$ cat src/rtl/core/utf8_to_utf16_stream_decoder_unit_assert.svh
// Assertion macros for the UTF-8 to UTF-16 decoder, empty when synthesising.
`ifndef UTF8_TO_UTF16_STREAM_DECODER_UNIT_ASSERT_SVH
`define UTF8_TO_UTF16_STREAM_DECODER_UNIT_ASSERT_SVH

`ifndef SYNTHESIS
// Same-cycle implication, checked out of reset
`define U8U16_ASSERT_NOW(label, clk, rst_n, ante, cons) \
    label: assert property (@(posedge clk) disable iff (!rst_n) (ante) |-> (cons)) \
        else $error("u8u16 check failed");
// Next-cycle implication, checked out of reset
`define U8U16_ASSERT_NEXT(label, clk, rst_n, ante, cons) \
    label: assert property (@(posedge clk) disable iff (!rst_n) (ante) |=> (cons)) \
        else $error("u8u16 check failed");
`else
`define U8U16_ASSERT_NOW(label, clk, rst_n, ante, cons)
`define U8U16_ASSERT_NEXT(label, clk, rst_n, ante, cons)
`endif

`endif

$ cat src/rtl/core/u8u16_pkg.sv
// Shared types, constants and helpers of the UTF-8 to UTF-16 decoder.
package u8u16_pkg;

    localparam int BYTE_W     = 8;
    localparam int UNIT_W     = 16;
    localparam int COUNT_W    = 2;
    localparam int IN_TDATA_W = 8;
    localparam int OUT_TDATA_W = 40;   // 34 payload bits padded to whole bytes

    localparam logic [7:0] MASK_TOP1 = 8'h80;
    localparam logic [7:0] MASK_TOP2 = 8'hC0;
    localparam logic [7:0] MASK_TOP3 = 8'hE0;
    localparam logic [7:0] MASK_TOP4 = 8'hF0;
    localparam logic [7:0] MASK_TOP5 = 8'hF8;

    localparam logic [7:0] LEAD2_PAT = 8'hC0;
    localparam logic [7:0] LEAD3_PAT = 8'hE0;
    localparam logic [7:0] LEAD4_PAT = 8'hF0;
    localparam logic [7:0] CONT_PAT  = 8'h80;

    localparam logic [15:0] REPL_UNIT = 16'hFFFD;
    localparam logic [5:0]  HI_SURR_TAG = 6'b110110;
    localparam logic [5:0]  LO_SURR_TAG = 6'b110111;

    // Group length minus one
    localparam logic [1:0] LEN_1 = 2'd0;
    localparam logic [1:0] LEN_2 = 2'd1;
    localparam logic [1:0] LEN_3 = 2'd2;
    localparam logic [1:0] LEN_4 = 2'd3;

    localparam logic [1:0] UNITS_ONE = 2'd1;
    localparam logic [1:0] UNITS_TWO = 2'd2;

    // One complete group handed from front to back
    typedef struct packed {
        logic [3:0][7:0] bytes;   // bytes[0] is the lead byte
        logic [1:0]      len_m1;
    } t_group;

    // Queue status seen by the two sides
    typedef struct packed {
        logic full;
        logic empty;
    } t_q_status;

    // Expected group length, minus one, from the lead byte
    function automatic logic [1:0] group_len_m1(input logic [7:0] lead);
        logic [1:0] len;
        if ((lead & MASK_TOP1) == 8'h00)           len = LEN_1;
        else if ((lead & MASK_TOP3) == LEAD2_PAT)  len = LEN_2;
        else if ((lead & MASK_TOP4) == LEAD3_PAT)  len = LEN_3;
        else if ((lead & MASK_TOP5) == LEAD4_PAT)  len = LEN_4;
        else                                       len = LEN_1;
        return len;
    endfunction

    function automatic logic is_cont(input logic [7:0] b);
        return (b & MASK_TOP2) == CONT_PAT;
    endfunction

endpackage

$ cat src/rtl/core/u8u16_front.sv
// Front end: accepts bytes, gathers a group and hands it on once complete.
module u8u16_front
    import u8u16_pkg::*;
(
    input  logic             i_clk,
    input  logic             i_rst_n,
    input  logic             i_tvalid,
    output logic             o_tready,
    input  logic [7:0]       i_tdata,     // [7:0] byte_in
    input  t_q_status        i_qstat,
    output logic             o_push,
    output t_group           o_group
);

    logic [1:0] r_count;
    logic [1:0] n_count;
    logic [7:0] r_pend [3];

    logic [7:0] lead;
    logic [1:0] len_m1;
    logic       complete;
    logic       accept;

    // Take a byte whenever the queue has room
    assign o_tready = !i_qstat.full;
    assign accept   = i_tvalid && o_tready;

    // Classify the group from its lead byte
    always_comb begin
        lead     = (r_count == 2'd0) ? i_tdata : r_pend[0];
        len_m1   = group_len_m1(lead);
        complete = (r_count >= len_m1);
    end

    // Assemble the complete group: held bytes, then the new one
    always_comb begin
        o_group.len_m1   = len_m1;
        o_group.bytes[0] = (r_count == 2'd0) ? i_tdata : r_pend[0];
        o_group.bytes[1] = (r_count >= 2'd2) ? r_pend[1] :
                           (r_count == 2'd1) ? i_tdata : 8'h00;
        o_group.bytes[2] = (r_count == 2'd3) ? r_pend[2] :
                           (r_count == 2'd2) ? i_tdata : 8'h00;
        o_group.bytes[3] = (r_count == 2'd3) ? i_tdata : 8'h00;
    end

    assign o_push = accept && complete;

    // Advance or clear the byte count
    always_comb begin
        n_count = r_count;
        if (accept) begin
            n_count = complete ? 2'd0 : r_count + 2'd1;
        end
    end

    always_ff @(posedge i_clk) begin
        if (!i_rst_n) begin
            r_count <= 2'd0;
        end else begin
            r_count <= n_count;
        end
    end

    // Hold incomplete bytes
    always_ff @(posedge i_clk) begin
        if (accept && !complete) begin
            r_pend[r_count] <= i_tdata;
        end
    end

endmodule

$ cat src/rtl/core/u8u16_queue.sv
// Short queue of complete groups between front and back.
module u8u16_queue
    import u8u16_pkg::*;
#(
    parameter int DEPTH = 2
) (
    input  logic      i_clk,
    input  logic      i_rst_n,
    input  logic      i_push,
    input  t_group    i_group,
    input  logic      i_pop,
    output t_group    o_group,
    output t_q_status o_qstat
);

    localparam int PTR_W = (DEPTH > 1) ? $clog2(DEPTH) : 1;
    localparam int CNT_W = $clog2(DEPTH + 1);
    localparam logic [PTR_W-1:0] LAST_PTR = PTR_W'(DEPTH - 1);

    t_group           r_mem [DEPTH];
    logic [PTR_W-1:0] r_wr_ptr;
    logic [PTR_W-1:0] r_rd_ptr;
    logic [CNT_W-1:0] r_fill;
    logic             do_push;
    logic             do_pop;

    assign o_qstat.full  = (r_fill == CNT_W'(DEPTH));
    assign o_qstat.empty = (r_fill == '0);
    assign do_push = i_push && !o_qstat.full;
    assign do_pop  = i_pop && !o_qstat.empty;
    assign o_group = r_mem[r_rd_ptr];

    // Store an incoming group
    always_ff @(posedge i_clk) begin
        if (do_push) begin
            r_mem[r_wr_ptr] <= i_group;
        end
    end

    // Advance pointers and fill level
    always_ff @(posedge i_clk) begin
        if (!i_rst_n) begin
            r_wr_ptr <= '0;
            r_rd_ptr <= '0;
            r_fill   <= '0;
        end else begin
            if (do_push) begin
                r_wr_ptr <= (r_wr_ptr == LAST_PTR) ? '0 : r_wr_ptr + PTR_W'(1);
            end
            if (do_pop) begin
                r_rd_ptr <= (r_rd_ptr == LAST_PTR) ? '0 : r_rd_ptr + PTR_W'(1);
            end
            if (do_push && !do_pop) begin
                r_fill <= r_fill + CNT_W'(1);
            end else if (do_pop && !do_push) begin
                r_fill <= r_fill - CNT_W'(1);
            end
        end
    end

endmodule

$ cat src/rtl/core/u8u16_back.sv
// Back end: decodes a complete group into UTF-16 units behind an output register.
module u8u16_back
    import u8u16_pkg::*;
(
    input  logic                   i_clk,
    input  logic                   i_rst_n,
    input  t_group                 i_group,
    input  t_q_status              i_qstat,
    output logic                   o_pop,
    output logic                   o_tvalid,
    input  logic                   i_tready,
    output logic [OUT_TDATA_W-1:0] o_tdata,   // [15:0] first_unit, [31:16] second_unit,
                                              // [33:32] unit_count, [39:34] zero
    output logic                   o_tuser    // [0] replaced
);

    logic        r_valid;
    logic [15:0] r_first;
    logic [15:0] r_second;
    logic [1:0]  r_units;
    logic        r_repl;

    logic [20:0] cp;
    logic [19:0] off;
    logic        ok;
    logic [15:0] d_first;
    logic [15:0] d_second;
    logic [1:0]  d_units;
    logic        d_repl;

    // Pop when the output register is free or being drained
    assign o_pop = !i_qstat.empty && (!r_valid || i_tready);

    // Decode the group strictly
    always_comb begin
        cp = '0;
        ok = 1'b0;
        unique case (i_group.len_m1)
            LEN_1: begin
                cp = {13'd0, i_group.bytes[0]};
                ok = !i_group.bytes[0][7];
            end
            LEN_2: begin
                cp = {10'd0, i_group.bytes[0][4:0], i_group.bytes[1][5:0]};
                ok = is_cont(i_group.bytes[1]) && (cp >= 21'h80);
            end
            LEN_3: begin
                cp = {5'd0, i_group.bytes[0][3:0], i_group.bytes[1][5:0],
                      i_group.bytes[2][5:0]};
                ok = is_cont(i_group.bytes[1]) && is_cont(i_group.bytes[2]) &&
                     (cp >= 21'h800) && !((cp >= 21'hD800) && (cp <= 21'hDFFF));
            end
            LEN_4: begin
                cp = {i_group.bytes[0][2:0], i_group.bytes[1][5:0],
                      i_group.bytes[2][5:0], i_group.bytes[3][5:0]};
                ok = is_cont(i_group.bytes[1]) && is_cont(i_group.bytes[2]) &&
                     is_cont(i_group.bytes[3]) &&
                     (cp >= 21'h10000) && (cp <= 21'h10FFFF);
            end
            default: begin
                cp = '0;
                ok = 1'b0;
            end
        endcase
    end

    // Form units: BMP, surrogate pair or replacement
    always_comb begin
        off = cp[19:0] - 20'h10000;
        if (!ok) begin
            d_first  = REPL_UNIT;
            d_second = 16'h0000;
            d_units  = UNITS_ONE;
            d_repl   = 1'b1;
        end else if (cp[20:16] == 5'd0) begin
            d_first  = cp[15:0];
            d_second = 16'h0000;
            d_units  = UNITS_ONE;
            d_repl   = 1'b0;
        end else begin
            d_first  = {HI_SURR_TAG, off[19:10]};
            d_second = {LO_SURR_TAG, off[9:0]};
            d_units  = UNITS_TWO;
            d_repl   = 1'b0;
        end
    end

    // Output valid flag
    always_ff @(posedge i_clk) begin
        if (!i_rst_n) begin
            r_valid <= 1'b0;
        end else if (o_pop) begin
            r_valid <= 1'b1;
        end else if (i_tready) begin
            r_valid <= 1'b0;
        end
    end

    // Load the result item
    always_ff @(posedge i_clk) begin
        if (o_pop) begin
            r_first  <= d_first;
            r_second <= d_second;
            r_units  <= d_units;
            r_repl   <= d_repl;
        end
    end

    assign o_tvalid = r_valid;
    assign o_tdata  = {6'd0, r_units, r_second, r_first};
    assign o_tuser  = r_repl;

endmodule

$ cat src/rtl/core/utf8_to_utf16_stream_decoder_unit.sv
// Top level of the UTF-8 to UTF-16 stream decoder.
//
//  Channel  Dir  Bits  Contents
//  s        in     8   tdata: byte_in
//  m        out   40   tdata: first_unit, second_unit, unit_count; tuser: replaced
//
// One byte is taken every cycle while the group queue has room.
// A result leaves once the byte that completes its group has gone into the group queue
// and the group has then been decoded into the output register.
// Reset clears the byte count, queue pointers and output valid; held bytes are not reset.
// A stalled output fills the queue, and only then is the input held off.
`include "utf8_to_utf16_stream_decoder_unit_assert.svh"

module utf8_to_utf16_stream_decoder_unit
    import u8u16_pkg::*;
#(
    parameter int QUEUE_DEPTH = 2
) (
    input  logic                   i_clk,
    input  logic                   i_rst_n,
    input  logic                   i_s_tvalid,
    output logic                   o_s_tready,
    input  logic [IN_TDATA_W-1:0]  i_s_tdata,   // [7:0] byte_in
    output logic                   o_m_tvalid,
    input  logic                   i_m_tready,
    output logic [OUT_TDATA_W-1:0] o_m_tdata,   // [15:0] first_unit, [31:16] second_unit,
                                                // [33:32] unit_count, [39:34] zero
    output logic                   o_m_tuser    // [0] replaced
);

    logic      push;
    logic      pop;
    t_group    front_group;
    t_group    head_group;
    t_q_status qstat;

    logic [15:0] m_first;
    logic [15:0] m_second;
    logic [1:0]  m_units;
    logic        m_single;
    logic        m_pair;
    logic        repl_ok;
    logic        pair_ok;

    u8u16_front u_front (
        .i_clk    (i_clk),
        .i_rst_n  (i_rst_n),
        .i_tvalid (i_s_tvalid),
        .o_tready (o_s_tready),
        .i_tdata  (i_s_tdata),
        .i_qstat  (qstat),
        .o_push   (push),
        .o_group  (front_group)
    );

    u8u16_queue #(
        .DEPTH (QUEUE_DEPTH)
    ) u_queue (
        .i_clk   (i_clk),
        .i_rst_n (i_rst_n),
        .i_push  (push),
        .i_group (front_group),
        .i_pop   (pop),
        .o_group (head_group),
        .o_qstat (qstat)
    );

    u8u16_back u_back (
        .i_clk    (i_clk),
        .i_rst_n  (i_rst_n),
        .i_group  (head_group),
        .i_qstat  (qstat),
        .o_pop    (pop),
        .o_tvalid (o_m_tvalid),
        .i_tready (i_m_tready),
        .o_tdata  (o_m_tdata),
        .o_tuser  (o_m_tuser)
    );

    // Split the result item into its fields for checking
    assign m_first  = o_m_tdata[15:0];
    assign m_second = o_m_tdata[31:16];
    assign m_units  = o_m_tdata[33:32];
    assign m_single = (m_units == UNITS_ONE);
    assign m_pair   = (m_units == UNITS_TWO);
    assign repl_ok  = (m_first == REPL_UNIT) && m_single;
    assign pair_ok  = (m_first[15:10] == HI_SURR_TAG) && (m_second[15:10] == LO_SURR_TAG) &&
                      !o_m_tuser;

    // Replacement items carry exactly one unit, U+FFFD
    `U8U16_ASSERT_NOW(a_repl_form, i_clk, i_rst_n, o_m_tvalid && o_m_tuser, repl_ok)
    // Single-unit items have a zero second unit
    `U8U16_ASSERT_NOW(a_single_zero, i_clk, i_rst_n, o_m_tvalid && m_single, m_second == 16'h0000)
    // Pairs are a high then a low surrogate, never a replacement
    `U8U16_ASSERT_NOW(a_pair_form, i_clk, i_rst_n, o_m_tvalid && m_pair, pair_ok)
    // A pop always leaves a valid result in the next cycle
    `U8U16_ASSERT_NEXT(a_pop_fills, i_clk, i_rst_n, pop, o_m_tvalid)

endmodule
$ cat config.mk
export PLATFORM = sky130hd
export DESIGN_NAME = utf8_to_utf16_stream_decoder_unit
export DESIGN_NICKNAME = d
export VERILOG_FILES = /design/src/rtl/core/u8u16_pkg.sv /design/src/rtl/core/u8u16_front.sv /design/src/rtl/core/u8u16_queue.sv /design/src/rtl/core/u8u16_back.sv /design/src/rtl/core/utf8_to_utf16_stream_decoder_unit.sv
export VERILOG_INCLUDE_DIRS = /design/src /design/src/rtl/core
export SDC_FILE = /design/constraint.sdc
export NUM_CORES = 1
export LEC_CHECK = 0
export BUFFER_PORTS_ARGS = -buffer_cell sky130_fd_sc_hd__buf_2
export CORE_MARGIN = 2
export CORE_UTILIZATION = 35
export CTS_CLUSTER_SIZE = 20
export DETAILED_ROUTE_END_ITERATION = 6
export SLEW_MARGIN = 20
export SYNTH_ARGS = -nofsm -noshare
export SYNTH_HDL_FRONTEND = slang
export SYNTH_SLANG_ARGS = --single-unit
$ cat constraint.sdc
create_clock -name i_clk -period 5.5 [get_ports i_clk]
set_input_delay 0.275 -clock i_clk [delete_from_list [all_inputs] [get_ports i_clk]]
set_output_delay 0.275 -clock i_clk [all_outputs]
set_load 0.01 [all_outputs]
---- Yosys cells after proc, flatten, opt, wreduce, memory -nomap -nowiden ----
Memory sizes are Yosys's and may differ from the RTL's. A register that Yosys moved wholly into a read port is not among the register bits.
Cells that the tools add are included.
storage, ports and cells
  output and inout bits ................... 43
  register bits ........................... 42
  word-level logic and storage cells ...... 104
  memory bits (writable) .................. 92
  memories ................................ 2
  input port bits ......................... 12
cells by class
  $add $sub $neg .......................... 6
  equal/unequal tests ..................... 13
  bitwise logic cells ..................... 1
  muxes and demuxes ....................... 29
  $lt $le $gt $ge ......................... 8
  reduce and logical (&&, ||, !) cells .... 34
memory list
  memory          words  width  read ports  clocked after memory_dff  wr ports  RTL line           source
  u_queue.r_mem   2      34     1           1                         1         u8u16_queue.sv:20  t_group r_mem [DEPTH];
  u_front.r_pend  3      8      3           0                         1         u8u16_front.sv:17  logic [7:0] r_pend [3];
operators with widths
  cell                                                                                   count
  21-bit case mux with 4 select lines                                                    1
  8-bit 2-to-1 mux                                                                       6
  21-bit by 17-bit greater-or-equal comparator with 1-bit output, second input constant  1
  21-bit <= comparator, second input constant                                            1
  20-bit by 17-bit subtractor with 20-bit output, second input constant                  1
  2-bit equality test, second input constant                                             8
  16-bit by 12-bit greater-or-equal comparator with 1-bit output, second input constant  1
  16-bit greater-or-equal comparator, second input constant                              1
  16-bit <= comparator, second input constant                                            1
  1-bit logical AND                                                                      16
  16-bit 2-to-1 mux                                                                      1
  2-bit 2-to-1 mux                                                                       8
  14-bit 2-to-1 mux                                                                      1
  11-bit by 8-bit greater-or-equal comparator with 1-bit output, second input constant   1
  1-bit 2-to-1 mux                                                                       11
  1-bit zero test                                                                        8
  8-bit zero test                                                                        1
  2-bit zero test                                                                        3
  5-bit equality test, second input constant                                             1
  5-bit zero test                                                                        1
  2-bit by 1-bit adder with 2-bit output, second input constant                          2
  2-bit by 1-bit equality test with 1-bit output, second input constant                  2
  4-bit equality test, second input constant                                             1
  1-bit case mux with 4 select lines                                                     1
  other kinds (10)                                                                       12

---- Depth between registers and ports, before layout ----
  word-level depth ........................ 14
  mapped depth ............................ 14
  mapped depth without buffers ............ 13

---- By module ----
Synthesis repeated with hierarchy kept, for this count alone.
unflattened totals
  cells, all modules ...................... 413
  area, all modules ....................... 5,878.1 um^2
modules (own cells, without submodules)
  module       sequential area each (um^2)  area an instance (um^2)  cells each  times used
  u8u16_queue  2,142.1                      2,686.3                  131         1
  u8u16_back   890.9                        1,843.0                  166         1
  u8u16_front  760.7                        1,348.8                  116         1

---- Least setup slack after synthesis ----
Ideal clock, no wire load.
  path kind ............................... register -> register
  start ................................... register u_front.r_count[0]
  end ..................................... memory u_queue.r_mem[0][0] in the netlist's numbering (enable)
  path buffers ............................ 1
  data required time ...................... 5.030 ns
  setup slack ............................. 0.562 ns
  cell stages (with the launch flop) ...... 10
  data arrival time ....................... 4.468 ns
  period minus slack after synthesis ...... 4.938 ns
  setup time .............................. 0.470 ns
  path through ............................ dfxtp_1 inv_1 ha_1 clkbuf_1 mux2_2 and2_0 or3_1 ha_1 a21oi_1 nor3_1
RTL lines
  item                    RTL line           source
  start, declared         u8u16_front.sv:15  logic [1:0] r_count;
  start signal, assigned  u8u16_front.sv:60  r_count <= n_count;
  end, declared           u8u16_queue.sv:20

==> run_summary.xml <==
<?xml version="1.0" encoding="UTF-8"?>
<metrics>
  <group name="run_status">
    <metric name="status" unit="">finished clean</metric>
  </group>
  <group name="yosys">
    <metric name="syn_area_per_cell" unit="sq um">12.9</metric>
    <metric name="synth_async_sr_flop_share" unit="">0</metric>
    <metric name="ys_flop_type" unit="">sky130_fd_sc_hd__edfxtp_1</metric>
    <metric name="synth-edff-count" unit="">121</metric>
    <metric name="yosys.area.top_type_share" unit="">0.609</metric>
    <metric name="yosysTopAreaCell" unit="">sky130_fd_sc_hd__edfxtp_1</metric>
    <metric name="postSynthCellCount" unit="">462</metric>
    <metric name="synth_seq_cells" unit="">129</metric>
    <metric name="ys_seq_area_frac" unit="">0.636</metric>
    <metric name="cells_taking_the_most_area_after_synthesis" unit="">sky130_fd_sc_hd__edfxtp_1 61%, sky130_fd_sc_hd__mux2i_1 4.7%, sky130_fd_sc_hd__mux2_2 4.0%, sky130_fd_sc_hd__nand2_1 2.9%, sky130_fd_sc_hd__dfxtp_1 2.7%</metric>
    <metric name="ys.warnings.count" unit="">0</metric>
    <metric name="post_synth_instance_area" unit="sq um">5970</metric>
    <metric name="ys_types" unit="">54</metric>
  </group>
  <group name="worst_setup_path">
    <metric name="critical_path_cell_count" unit="">9</metric>
    <metric name="worstReg2RegEnd" unit="">u_front.r_pend[1][1]</metric>
    <metric name="crit_path_end_kind" unit="">flop</metric>
    <metric name="worst-setup-path-type" unit="">reg -&gt; reg</metric>
    <metric name="crit_arrival" unit="ns">3.47</metric>
    <metric name="crit_family" unit="">simple AND/OR/NAND/NOR gates</metric>
    <metric name="required" unit="ns">5.57</metric>
    <metric name="timing.critical_path.slowest_stage_cell" unit="">sky130_fd_sc_hd__mux2_2</metric>
    <metric name="cp_slowest_stage_delay" unit="ns">0.43</metric>
    <metric name="cp_max_fo" unit="">9</metric>
    <metric name="type_of_origin_of_the_critical_path" unit="">flop</metric>
    <metric name="worst-r2r-cell-count" unit="">9</metric>
    <metric name="cp_cell_sequence" unit="">inv_1 -&gt; ha_1 -&gt; mux2_2 -&gt; and2_0 -&gt; or3_1 -&gt; ha_1 -&gt; a21oi_1 -&gt; nor2b_1 -&gt; and2_1</metric>
    <metric name="crit_buf_inv" unit="">1</metric>
    <metric name="rrSetupSlack" unit="ns">2.10</metric>
    <metric name="reg2reg_from" unit="">u_front.r_count[0]</metric>
    <metric name="worst_path_most_repeated_cell" unit="">sky130_fd_sc_hd__ha_1</metric>
  </group>
  <group name="sta">
    <metric name="headroom_to_the_max_slew_limit" unit="">0.490</metric>
    <metric name="postLayoutSetupSlackWorst" unit="ns">2.10</metric>
    <metric name="drv_slew" unit="">0</metric>
    <metric name="hold_slack" unit="ns">0.155</metric>
    <metric name="timing_worst_slew_pin_value" unit="ns">0.750</metric>
    <metric name="clock-skew-final" unit="ns">0.00797</metric>
    <metric name="timing.setup.tns" unit="ns">0</metric>
    <metric name="rsz0062_at_grt" unit="">no</metric>
    <metric name="post-route-period-util" unit="">0.619</metric>
    <metric name="fmax" unit="MHz">294</metric>
    <metric name="final-setup-viol-count" unit="">0</metric>
    <metric name="period_needed" unit="ns">3.40</metric>
    <metric name="report.final.hold_viol_count" unit="">0</metric>
  </group>
  <group name="floorplan">
    <metric name="start_util" unit="">0.359</metric>
    <metric name="die_w" unit="um">135</metric>
    <metric name="coreArea" unit="sq um">16600</metric>
    <metric name="die_height" unit="um">135</metric>
    <metric name="io_pins" unit="">55</metric>
    <metric name="die_area" unit="sq um">18100</metric>
    <metric name="core.rowCount" unit="">47</metric>
  </group>
  <group name="routing">
    <metric name="drt_iter0_drc" unit="">177</metric>
    <metric name="wirelength" unit="um">11900</metric>
    <metric name="detail_route.vias_per_cell" unit="">4.95</metric>
    <metric name="detail_route.first_pass.iterations" unit="">5</metric>
    <metric name="post_drt_wl_per_cell" unit="um">16.2</metric>
    <metric name="vias_after_detailed_routing" unit="">3647</metric>
    <metric name="post-route-drc-count" unit="">0</metric>
    <metric name="antenna_violation_net_count_after_detailed_routing" unit="">0</metric>
  </group>
  <group name="power">
    <metric name="net-switching-power" unit="mW">0.993</metric>
    <metric name="sequential_fraction_of_design_power" unit="">0.425</metric>
    <metric name="switching_power_as_a_share_of_total_power" unit="">0.304</metric>
    <metric name="ir_drop" unit="mV">0.305</metric>
    <metric name="comb_power_share" unit="">0.257</metric>
    <metric name="power_per_cell_area" unit="nW/um^2">474</metric>
    <metric name="internal_power" unit="mW">2.28</metric>
    <metric name="p_clk_frac" unit="">0.318</metric>
    <metric name="p_leak" unit="nW">2.40</metric>
  </group>
  <group name="clocking">
    <metric name="cts-buffers-inserted" unit="">17</metric>
    <metric name="cts_root_buffer" unit="">sky130_fd_sc_hd__clkbuf_16</metric>
    <metric name="post-cts-setup-buffers" unit="">0</metric>
    <metric name="post_cts_resized" unit="">0</metric>
    <metric name="cts.hold.buffers_added" unit="">0</metric>
    <metric name="worstSkewPairLatency" unit="ns">0.41</metric>
    <metric name="tritoncts" unit="">yes</metric>
    <metric name="cts.sinks" unit="">129</metric>
    <metric name="maximum_clock_path_buffer_count" unit="">2</metric>
    <metric name="cts.clk_slew.worst_paths" unit="ns">0.05</metric>
    <metric name="cts.htree.levels" unit="">4</metric>
  </group>
  <group name="placement">
    <metric name="place.detailed.hpwl" unit="um">8600</metric>
    <metric name="dp_worst_setup_slack" unit="ns">2.12</metric>
    <metric name="cell_count_after_placement" unit="">707</metric>
    <metric name="io_buffers" unit="">47</metric>
    <metric name="gpl.final_weighted_congestion" unit="">0.859</metric>
    <metric name="post_dp_cell_area" unit="sq um">6340</metric>
  </group>
  <group name="hold_path">
    <metric name="whs_endpoint" unit="">u_queue.r_wr_ptr</metric>
    <metric name="min_path_cells" unit="">2</metric>
    <metric name="hp-start" unit="">i_rst_n</metric>
    <metric name="min_path_type" unit="">in -&gt; reg</metric>
  </group>
  <group name="run">
    <metric name="maxCapViolCount" unit="">0</metric>
  </group>
  <group name="layout">
    <metric name="final_design_area_no_fill" unit="sq um">6890</metric>
    <metric name="fraction_of_layout_cells_with_a_size_suffix_above_1" unit="">0.213</metric>
    <metric name="layout-area-overhead-vs-synth" unit="%">15.5</metric>
    <metric name="fin_nets" unit="">526</metric>
    <metric name="layout.cells.non_filler" unit="">737</metric>
    <metric name="insertedDiodeCount" unit="">0</metric>
    <metric name="layout.filler_cells" unit="">1521</metric>
  </group>
  <group name="grt">
    <metric name="first_global_vias" unit="">3505</metric>
    <metric name="grt_antenna_before_repair" unit="">0</metric>
    <metric name="globalRouteOverflowTotal" unit="">0</metric>
    <metric name="pin_count_of_the_biggest_net_entering_global_routing" unit="">35</metric>
    <metric name="grt_first_pass_wirelength" unit="um">18800</metric>
    <metric name="groute.usage.overall" unit="">0.138</metric>
  </group>
</metrics>
[synthesized netlist by cell type (3+ instances only)]
cell type / count
sky130_fd_sc_hd__edfxtp_1: 121
sky130_fd_sc_hd__nand2_1: 46
sky130_fd_sc_hd__mux2i_1: 28
sky130_fd_sc_hd__nor2_1: 27
sky130_fd_sc_hd__o21ai_0: 25
sky130_fd_sc_hd__mux2_2: 21
sky130_fd_sc_hd__and2_1: 16
sky130_fd_sc_hd__a21oi_1: 14
sky130_fd_sc_hd__buf_4: 13
sky130_fd_sc_hd__clkbuf_1: 11
sky130_fd_sc_hd__nor3_1: 10
sky130_fd_sc_hd__a211oi_1: 8
sky130_fd_sc_hd__dfxtp_1: 8
sky130_fd_sc_hd__ha_1: 8
sky130_fd_sc_hd__inv_1: 8
sky130_fd_sc_hd__nor2b_1: 8
sky130_fd_sc_hd__or3_1: 8
sky130_fd_sc_hd__and3_1: 6
sky130_fd_sc_hd__o211ai_1: 6
sky130_fd_sc_hd__o22ai_1: 6
sky130_fd_sc_hd__buf_2: 5
sky130_fd_sc_hd__nor3b_1: 5
sky130_fd_sc_hd__buf_6: 4
sky130_fd_sc_hd__nand2b_1: 4
sky130_fd_sc_hd__and3b_1: 3
sky130_fd_sc_hd__nand3_1: 3
sky130_fd_sc_hd__o21a_1: 3
sky130_fd_sc_hd__o21ai_1: 3
sky130_fd_sc_hd__xor2_1: 3
[worst reg2reg max path: stages (launching register included)]
cell                      delay [ns]
sky130_fd_sc_hd__dfxtp_1        0.33
sky130_fd_sc_hd__inv_1          0.14
sky130_fd_sc_hd__ha_1           0.41
sky130_fd_sc_hd__mux2_2         0.43
sky130_fd_sc_hd__and2_0         0.13
sky130_fd_sc_hd__or3_1          0.35
sky130_fd_sc_hd__ha_1           0.31
sky130_fd_sc_hd__a21oi_1        0.23
sky130_fd_sc_hd__nor2b_1        0.34
sky130_fd_sc_hd__and2_1         0.40
[kinds of logic (layout without fill, tap and decap cells)]
logic type                 Yosys count  count (layout)  synth area share
buffers and inverters               43              92            0.0413
muxes                               50              50            0.0885
AOI/OAI and AO/OA                   82              82            0.0878
and+or+nand+nor                    145             145             0.123
other                                1               7          0.000628
DFF                                129             129             0.636
xor gates and xnor gates             4               4           0.00587
adders and majority gates            8               8            0.0168
[worst max-delay path by stage]
stage / to / slack, ns / startpoint
finish: u_front.r_pend[1][1] / 2.10 / u_front.r_count[0]
global route: u_front.r_pend[1][1] / 1.84 / u_front.r_count[0]
CTS: u_front.r_pend[1][1] / 2.09 / u_front.r_count[0]
detailed placement: u_front.r_pend[1][1] / 2.12 / u_front.r_count[0]
global placement: u_front.r_pend[2][1] / 2.20 / u_front.r_count[0]
floorplan: u_queue.r_mem[0][0] / 0.56 / u_front.r_count[0]
[layer usage]
layer  share of wire  global-route usage
met3           0.049              0.0338
met2            0.45               0.206
met5               0                   0
met4           0.022              0.0667
met1            0.48               0.188
[registers in the layout, summed over array words and instances (netlist names), named ones only]
register	count
u_queue.r_mem	68
u_back.r_first	16
u_front.r_pend	24
u_queue.r_rd_ptr	1
u_back.o_tuser	1
u_queue.r_fill	2
u_back.r_units	1
u_back.r_second	11
u_queue.r_wr_ptr	1
u_front.r_count	2
u_back.o_tvalid	1
[power groups by stage]
stage / Sequential, mW / Combinational (mW) / Clock [mW]
after floorplan: 1.43 / 0.596 / 0
after global placement: 1.41 / 0.830 / 0
after detailed placement: 1.41 / 0.840 / 0
after CTS: 1.39 / 0.847 / 1.06
after global routing: 1.41 / 0.927 / 1.10
final: 1.39 / 0.840 / 1.04
[cell type report]
class | count | area [sq um] | share of cell area
multi-input cells | 296 | 1960 | 0.285
inverters | 9 | 33.8 | 0.00490
well taps | 220 | 275 | 0.0399
clock inverters | 12 | 119 | 0.0172
repair buffers | 53 | 280 | 0.0407
clock buffers | 18 | 429 | 0.0623
flip-flops and latches | 129 | 3790 | 0.550
[stage by stage]
stage	total power, mW	util
final	3.27	0.414
after floorplan	2.02	-
after CTS	3.30	0.414
after global routing	3.44	0.414
after global placement	2.23	0.381
after detailed placement	2.25	0.381
[cells in the final DEF (no fill, tap or decap), drive strengths merged, types with 3 or more instances in the layout]
| master | netlist | final |
|---|---|---|
| nand2b | 4 | 4 |
| conb | 1 | 7 |
| o21a | 3 | 3 |
| nor3b | 5 | 5 |
| or3 | 8 | 8 |
| mux2i | 28 | 28 |
| nor2 | 27 | 27 |
| and3b | 3 | 3 |
| xor2 | 3 | 3 |
| clkinv | 0 | 6 |
| clkbuf | 11 | 18 |
| nand2 | 46 | 46 |
| nor3 | 10 | 10 |
| ha | 8 | 8 |
| clkinvlp | 0 | 3 |
| o22ai | 6 | 6 |
| and3 | 6 | 6 |
| dfxtp | 8 | 8 |
| buf | 23 | 53 |
| o211ai | 6 | 6 |
| nor2b | 8 | 8 |
| and2 | 17 | 17 |
| a21oi | 14 | 14 |
| a211oi | 8 | 8 |
| edfxtp | 121 | 121 |
| nand3 | 3 | 3 |
| inv | 9 | 10 |
| o21ai | 28 | 28 |
| mux2 | 22 | 22 |
No activity file was read; power rests on OpenSTA's default activity.
